[src/rtl/rmth_pkg.sv]
// Package for the running median store: types, constants and codes.
package rmth_pkg;

  localparam int Capacity    = 1024;
  localparam int ValueWidth  = 32;
  localparam int HeapDepth   = Capacity / 2 + 1;
  localparam int AddrWidth   = $clog2(HeapDepth);
  localparam int CountWidth  = $clog2(HeapDepth + 1);
  localparam int TotalWidth  = $clog2(Capacity + 1);

  localparam logic OP_INSERT  = 1'b0;
  localparam logic OP_EXTRACT = 1'b1;

  localparam logic [1:0] ST_INSERTED = 2'd0;
  localparam logic [1:0] ST_FULL     = 2'd1;
  localparam logic [1:0] ST_MEDIAN   = 2'd2;
  localparam logic [1:0] ST_EMPTY    = 2'd3;

  typedef struct packed {
    logic               opcode;
    logic signed [31:0] value;
  } req_t;

  typedef struct packed {
    logic [1:0]         status;
    logic signed [31:0] median_out;
    logic [10:0]        count_after;
  } rsp_t;

  // Heap operation requested from the datapath.
  typedef enum logic [1:0] {
    HOP_NONE,
    HOP_PUSH,
    HOP_POP
  } hop_t;

  // Controller states.
  typedef enum logic [3:0] {
    S_IDLE,
    S_DECIDE,
    S_PUSH1,
    S_BAL,
    S_PUSH2,
    S_POP,
    S_POPDONE,
    S_OUT
  } state_t;

  // Sift engine states of one heap.
  typedef enum logic [2:0] {
    H_IDLE,
    H_UP_CMP,
    H_UP_WR,
    H_DN_LD,
    H_DN_RDL,
    H_DN_CMP,
    H_DONE
  } hstate_t;

  // Commands from controller to datapath.
  typedef struct packed {
    hop_t                  op;
    logic                  sel_upper;
    logic [ValueWidth-1:0] push_val;
  } cmd_t;

  // Status from datapath to controller.
  typedef struct packed {
    logic                  busy;
    logic                  done;
    logic [ValueWidth-1:0] pop_val;
  } stat_t;

  // Signed less-than on stored value patterns.
  function automatic logic val_lt(input logic [ValueWidth-1:0] a,
                                  input logic [ValueWidth-1:0] b);
    val_lt = $signed(a) < $signed(b);
  endfunction

endpackage

[src/rtl/rmth_ctrl.sv]
// Controller: sequences heap operations for each request and forms the result.
module rmth_ctrl (
  input  logic            clk,
  input  logic            rst,
  input  logic            in_valid,
  output logic            in_ready,
  input  rmth_pkg::req_t  in_data,
  output logic            out_valid,
  input  logic            out_ready,
  output rmth_pkg::rsp_t  out_data,
  output rmth_pkg::cmd_t  cmd,
  input  rmth_pkg::stat_t stat,
  input  logic [rmth_pkg::CountWidth-1:0] lower_count,
  input  logic [rmth_pkg::CountWidth-1:0] upper_count
);
  import rmth_pkg::*;

  state_t                state, state_next;
  logic [ValueWidth-1:0] median, median_next;
  logic [TotalWidth-1:0] total, total_next;
  req_t                  req, req_next;
  rsp_t                  rsp, rsp_next;
  logic                  sel, sel_next;

  assign in_ready  = (state == S_IDLE);
  assign out_valid = (state == S_OUT);
  assign out_data  = rsp;

  // Next state and heap commands.
  always_comb begin
    state_next   = state;
    median_next  = median;
    total_next   = total;
    req_next     = req;
    rsp_next     = rsp;
    sel_next     = sel;
    cmd.op       = HOP_NONE;
    cmd.sel_upper = sel;
    cmd.push_val = median;
    case (state)
      S_IDLE: begin
        if (in_valid) begin
          req_next   = in_data;
          state_next = S_DECIDE;
        end
      end
      S_DECIDE: begin
        rsp_next.median_out = '0;
        if (req.opcode == OP_INSERT) begin
          if (32'(total) >= Capacity) begin
            rsp_next.status = ST_FULL;
            state_next      = S_OUT;
          end else if (total == '0) begin
            median_next     = req.value;
            total_next      = total + 1'b1;
            rsp_next.status = ST_INSERTED;
            state_next      = S_OUT;
          end else begin
            cmd.op        = HOP_PUSH;
            cmd.sel_upper = !val_lt(req.value, median);
            cmd.push_val  = req.value;
            total_next    = total + 1'b1;
            rsp_next.status = ST_INSERTED;
            state_next    = S_PUSH1;
          end
        end else begin
          if (total == '0) begin
            rsp_next.status = ST_EMPTY;
            state_next      = S_OUT;
          end else begin
            rsp_next.status     = ST_MEDIAN;
            rsp_next.median_out = median;
            total_next          = total - 1'b1;
            if (upper_count > lower_count) begin
              sel_next = 1'b1; state_next = S_POP;
            end else if (lower_count == '0) begin
              median_next = '0; state_next = S_OUT;
            end else begin
              sel_next = 1'b0; state_next = S_POP;
            end
          end
        end
      end
      S_PUSH1: begin
        if (stat.done) state_next = S_BAL;
      end
      S_BAL: begin
        if (lower_count > upper_count) begin
          sel_next = 1'b0; cmd.op = HOP_PUSH; cmd.sel_upper = 1'b1;
          state_next = S_PUSH2;
        end else if ({1'b0, upper_count} > {1'b0, lower_count} + 1'b1) begin
          sel_next = 1'b1; cmd.op = HOP_PUSH; cmd.sel_upper = 1'b0;
          state_next = S_PUSH2;
        end else begin
          state_next = S_OUT;
        end
      end
      S_PUSH2: begin
        cmd.sel_upper = !sel;
        if (stat.done) state_next = S_POP;
      end
      S_POP: begin
        // Take the top, then start the pop sift.
        median_next = stat.pop_val;
        cmd.op      = HOP_POP;
        state_next  = S_POPDONE;
      end
      S_POPDONE: begin
        if (stat.done) state_next = S_OUT;
      end
      S_OUT: begin
        if (out_ready) state_next = S_IDLE;
      end
      default: state_next = S_IDLE;
    endcase
    // The count reported is the stored total after this request.
    rsp_next.count_after = 11'(total_next);
  end

  always_ff @(posedge clk) begin
    if (rst) begin
      state       <= S_IDLE;
      median      <= '0;
      total       <= '0;
      sel         <= 1'b0;
    end else begin
      state       <= state_next;
      median      <= median_next;
      total       <= total_next;
      sel         <= sel_next;
    end
  end

  always_ff @(posedge clk) begin
    req <= req_next;
    rsp <= rsp_next;
  end

endmodule

[config.mk]
export PLATFORM = sky130hd
export DESIGN_NAME = rmth_ctrl
export DESIGN_NICKNAME = d
export VERILOG_FILES = /design/src/rtl/rmth_pkg.sv /design/src/rtl/rmth_ctrl.sv
export SDC_FILE = /design/constraint.sdc
export NUM_CORES = 1
export LEC_CHECK = 0
export BUFFER_PORTS_ARGS = -buffer_cell sky130_fd_sc_hd__buf_2
export CORE_AREA = 2 2 222 137
export DETAILED_ROUTE_END_ITERATION = 7
export DIE_AREA = 0 0 224 139
export SKIP_LAST_GASP = 1
export SLEW_MARGIN = 20
export SYNTH_ARGS = -nofsm -noshare
export SYNTH_HDL_FRONTEND = slang
export SYNTH_SLANG_ARGS = --single-unit
export TNS_END_PERCENT = 1
[constraint.sdc]
create_clock -name clk -period 5.9 [get_ports clk]
set_input_delay 1.18 -clock clk [delete_from_list [all_inputs] [get_ports clk]]
set_output_delay 1.18 -clock clk [all_outputs]
set_load 0.02 [all_outputs]
### After elaboration in Yosys (flattened, before gate mapping)

Index checks and enable logic that the tools add are counted.

| storage, ports and cells | value |
|---|---|
| register bits after elaboration | 126 |
| input bits | 91 |
| output and inout bits | 82 |
| word-level logic and storage cells | 94 |

| operators by class | value |
|---|---|
| add/sub/neg operators | 3 |
| order comparisons | 5 |
| eq/ne operators | 21 |
| multiplexer cells | 43 |
| bitwise logic cells | 1 |
| reductions and logical operators | 12 |

Operator list:

| operator | number |
|---|---|
| 32-bit two-way mux | 7 |
| 34-bit two-way mux | 3 |
| 32-bit case mux with 2 select lines | 1 |
| 11-bit two-way mux | 4 |
| 4-bit two-way mux | 9 |
| 32-bit < comparator | 1 |
| 4-bit case mux with 8 select lines | 1 |
| 3-bit != test (second input constant) | 7 |
| 10-bit > comparator | 2 |
| 4-bit by 3-bit equality test with 1-bit output (second input constant) | 4 |
| 2-bit != test (second input constant) | 6 |
| 10-bit by 1-bit adder with 11-bit output (second input constant) | 1 |
| 11-bit by 1-bit adder with 11-bit output (second input constant) | 1 |
| 11-bit >= comparator (second input constant) | 1 |
| 10-bit by 11-bit > comparator with 1-bit output | 1 |
| 11-bit zero test | 1 |
| 11-bit by 1-bit subtractor with 11-bit output (second input constant) | 1 |
| 10-bit zero test | 1 |
| 2-bit two-way mux | 5 |
| 5-bit AND reduction | 2 |
| 4-bit by 2-bit equality test with 1-bit output (second input constant) | 2 |
| 1-bit two-way mux | 8 |
| 3-bit two-way mux | 2 |
| 2-bit case mux with 3 select lines | 1 |
| 11 further kinds | 13 |

### Logic depth before layout (Yosys ltp)

| depth | value |
|---|---|
| depth after elaboration | 6 |
| mapped depth | 12 |
| depth with buffers taken out | 12 |

### Worst setup path before layout

OpenSTA, ideal clock, no wires.

| timing | value |
|---|---|
| path type | input port to output port |
| start | in lower_count[3] (netlist name) |
| end | out cmd[33] (netlist name) |
| data arrival time | 3038 ps |
| required time | 4720 ps |
| setup slack | 1682 ps |
| stages | 11 |
| buffers on the path | 0 |
| cells stage by stage | and3_1 -> and3_1 -> nand3_1 -> xor2_1 -> ha_1 -> a21o_1 -> a21oi_1 -> a211o_1 -> a21oi_1 -> a21oi_1 -> o21bai_1 |

RTL lines:

| element | line | RTL |
|---|---|---|
| start, declared | rmth_ctrl.sv:13 | `input logic [rmth_pkg::CountWidth-1:0] lower_count,` |
| end, declared | rmth_ctrl.sv:11 | `output rmth_pkg::cmd_t cmd,` |

==> results.ini <==
[critical_path]
cp_data_arrival_time_ns = 3.59
cp-end-kind = output pin
start_kind = primary input
timing.rr.end = median[10]
rr_worst_depth = 8
worst-r2r-setup-slack_ns = 2.46
reg2reg_from = state[2]
path_max_fanout = 7
cp_data_required_time_ns = 4.72
crit_type = in -> out

[detailed_routing]
wl_per_cell_um = 16.9
drc = 0
viasPerCell = 4.57
first_pass_iters = 5
vias = 5860
drtAntennaViolNets = 0
postRouteWirelength_um = 21700
drt_iter0_drc = 383

[sta]
setup_tns_ns = 0
slew_headroom_pct = 40.8
tightest_slew_ns = 0.886
fin_worst_skew_ns = 0.00851
hold_violations = 0
slew_viol_final = 0
rsz0062_at_grt = no
hold_slack_ns = 0.497
fin_crit_sh_pct = 80.8
fmaxAchievable_mhz = 210
setup_viol = 0
fin_crit_ns = 4.77

[cts]
root_buffer = clkbuf_16
cts_tree = built
cts_resized = 0
clkTransAtPathRegs_ns = 0.06
post_cts_buffers = 0
htreeDepth = 4
cts_buffers = 17
cts_hold_buf = 0
cts_sinks = 125
cts_buffer_depth = 2
insertion_delay_ns = 0.43

[yosys]
syn_inst = 730
yosys-top-cells-area = edfxtp_1 (29%), dfxtp_1 (17%), ha_1 (10%), nor2_1 (4.4%), a211oi_1 (4.1%)
synth_common_cells = nor2_1 (80), edfxtp_1 (67), dfxtp_1 (58)
synth_fp_nets = 876
yosysSeqAreaShare_pct = 46.2
synth_compound_area_share_pct = 16.3
synth_most_common_cell = nor2_1
synth-async-reset-ratio_pct = 0
synth_top_area_cell = edfxtp_1
syn-mean-instance-area_um2 = 9.42
synth_mux_area_share_pct = 0.328
synth-seq-cells = 125
ys.warnings.count = 0
synthXorXnorAreaFrac_pct = 2.17
yosysUniqueCellTypes = 57
synth-edff-count = 67
ys.flop_type = edfxtp_1
synth_top_cell_area_share_pct = 29.3
yosys.area_share.simple_pct = 19.6
synth_top_family_by_area = simple AND/OR/NAND/NOR gates
synthesis.area_um2 = 6870
synthAdderAreaFrac_pct = 10.0

[floorplan]
die_h_um = 139
die_area_um2 = 31100
core_um2 = 29200
num_rows = 49
start_util_pct = 23.5
dieWidth_um = 224
ios = 173

[worst_hold_path]
hold_path.startpoint = median[1]
hp-class = reg -> reg
whs_path_depth = 2
whs_endpoint = median[1]

[grt]
met2_usage_pct = 20.9
grt_pass1_vias = 5780
use_met3_pct = 4.15
grt_usage_pct = 14.3
grt_pass1_wl_um = 33400
grt-busiest-layer = met2
antenna_found_initial = 2
grt_max_degree = 65
met1_usage_pct = 20.4
grt-ovfl-total = 0

[placement]
routabilityCongestion = 0.851
hpwl_um = 15600
io_buffer_count = 171

[power]
peakVddDrop_v = 0.000250
power_density_nw_per_um2 = 522
p_leak_nw = 3.54

[layout]
layout-drive-gt1-share_pct = 24.6
final_util_pct = 29.7
nets = 1034
antenna_cells = 0
area_growth_pct = 26.4

[run_status]
outcome = completed

[run]
drv_cap = 0

==> worst max-delay path by stage <==
stage / slack (ns) / depth (start not counted) / from / endpoint
6_report: 1.13 / 14 / lower_count[2] / cmd[32]
5_1_grt: 0.95 / 14 / lower_count[2] / cmd[32]
4_1_cts: 1.11 / 14 / lower_count[2] / cmd[32]
3_5_place_dp: 1.12 / 14 / lower_count[2] / cmd[32]
3_3_place_gp: 1.15 / 14 / lower_count[2] / cmd[32]
2_1_floorplan: 1.68 / 11 / lower_count[3] / cmd[33]
==> cells by family after synthesis <==
kind of cell	after synthesis
and+or+nand+nor	260
AOI/OAI and AO/OA	180
DFF	125
buffers and inverters	91
adders and majority gates	55
xor gates and xnor gates	17
muxes	2
==> where the power goes <==
part	switching, W	internal (W)
clock	0.000423	0.000601
sequential	0.000173	0.00124
combinational	0.00140	0.000695
==> area by class of cell <==
class                      count  area, um^2
clock buffer                  21         493
clock inverter                11        78.8
fill                        3063       20600
inverter                      52         200
multi-input combinational    514        3340
sequential                   125        3170
tap                          382         478
timing repair buffer         178         931
==> per-stage QoR <==
| step | setup WS, ns | instances | power, W | cell area [um^2] |
|---|---|---|---|---|
| final | 1.13 | 1283 | 0.00453 | 8690 |
| after global routing | 0.955 | 1283 | 0.00488 | 8690 |
| after CTS | 1.11 | 1282 | 0.00458 | 8660 |
| after detailed placement | 1.12 | 1250 | 0.00353 | 8090 |
| after global placement | 1.15 | 1250 | 0.00349 | 8090 |
| after floorplan | 1.68 | 730 | 0.00282 | 6870 |
==> registers in the layout (all words and copies together), names as in the netlist <==
| register | count |
|---|---|
| median | 32 |
| out_data | 45 |
| req | 33 |
| sel | 1 |
| state | 3 |
| total | 11 |
==> critical path: stages <==
cell	delay, ns
buf_2	0.16
and3_1	0.19
and3_1	0.17
nand3_1	0.11
xor2_1	0.17
ha_1	0.30
a21o_1	0.11
a21oi_1	0.10
a211o_1	0.31
a21oi_1	0.20
a211oi_1	0.11
o21bai_1	0.21
nand3_1	0.09
buf_2	0.17
==> placed cells by master (no fill, tap or decap), types with 19 or more instances in the layout <==
cell type and instances:
a211oi_1 38, a21oi_1 52, buf_2 170, clkbuf_16 19, dfxtp_1 58, edfxtp_1 67, ha_1 55, inv_1 51
nand2_1 53, nand3_1 20, nor2_1 79, nor3b_1 33, o21ai_0 51
==> metal layers <==
metal  share of wire [%]  routed length (um)  up-vias
li1                    -                   -     2941
met1                  51               11000     2752
met2                  43                9230      145
met3                 5.4                1160       20
met4                 1.1                 228        2
met5               0.055                  12        -
Note: power is estimated with default switching activity, not from simulation.
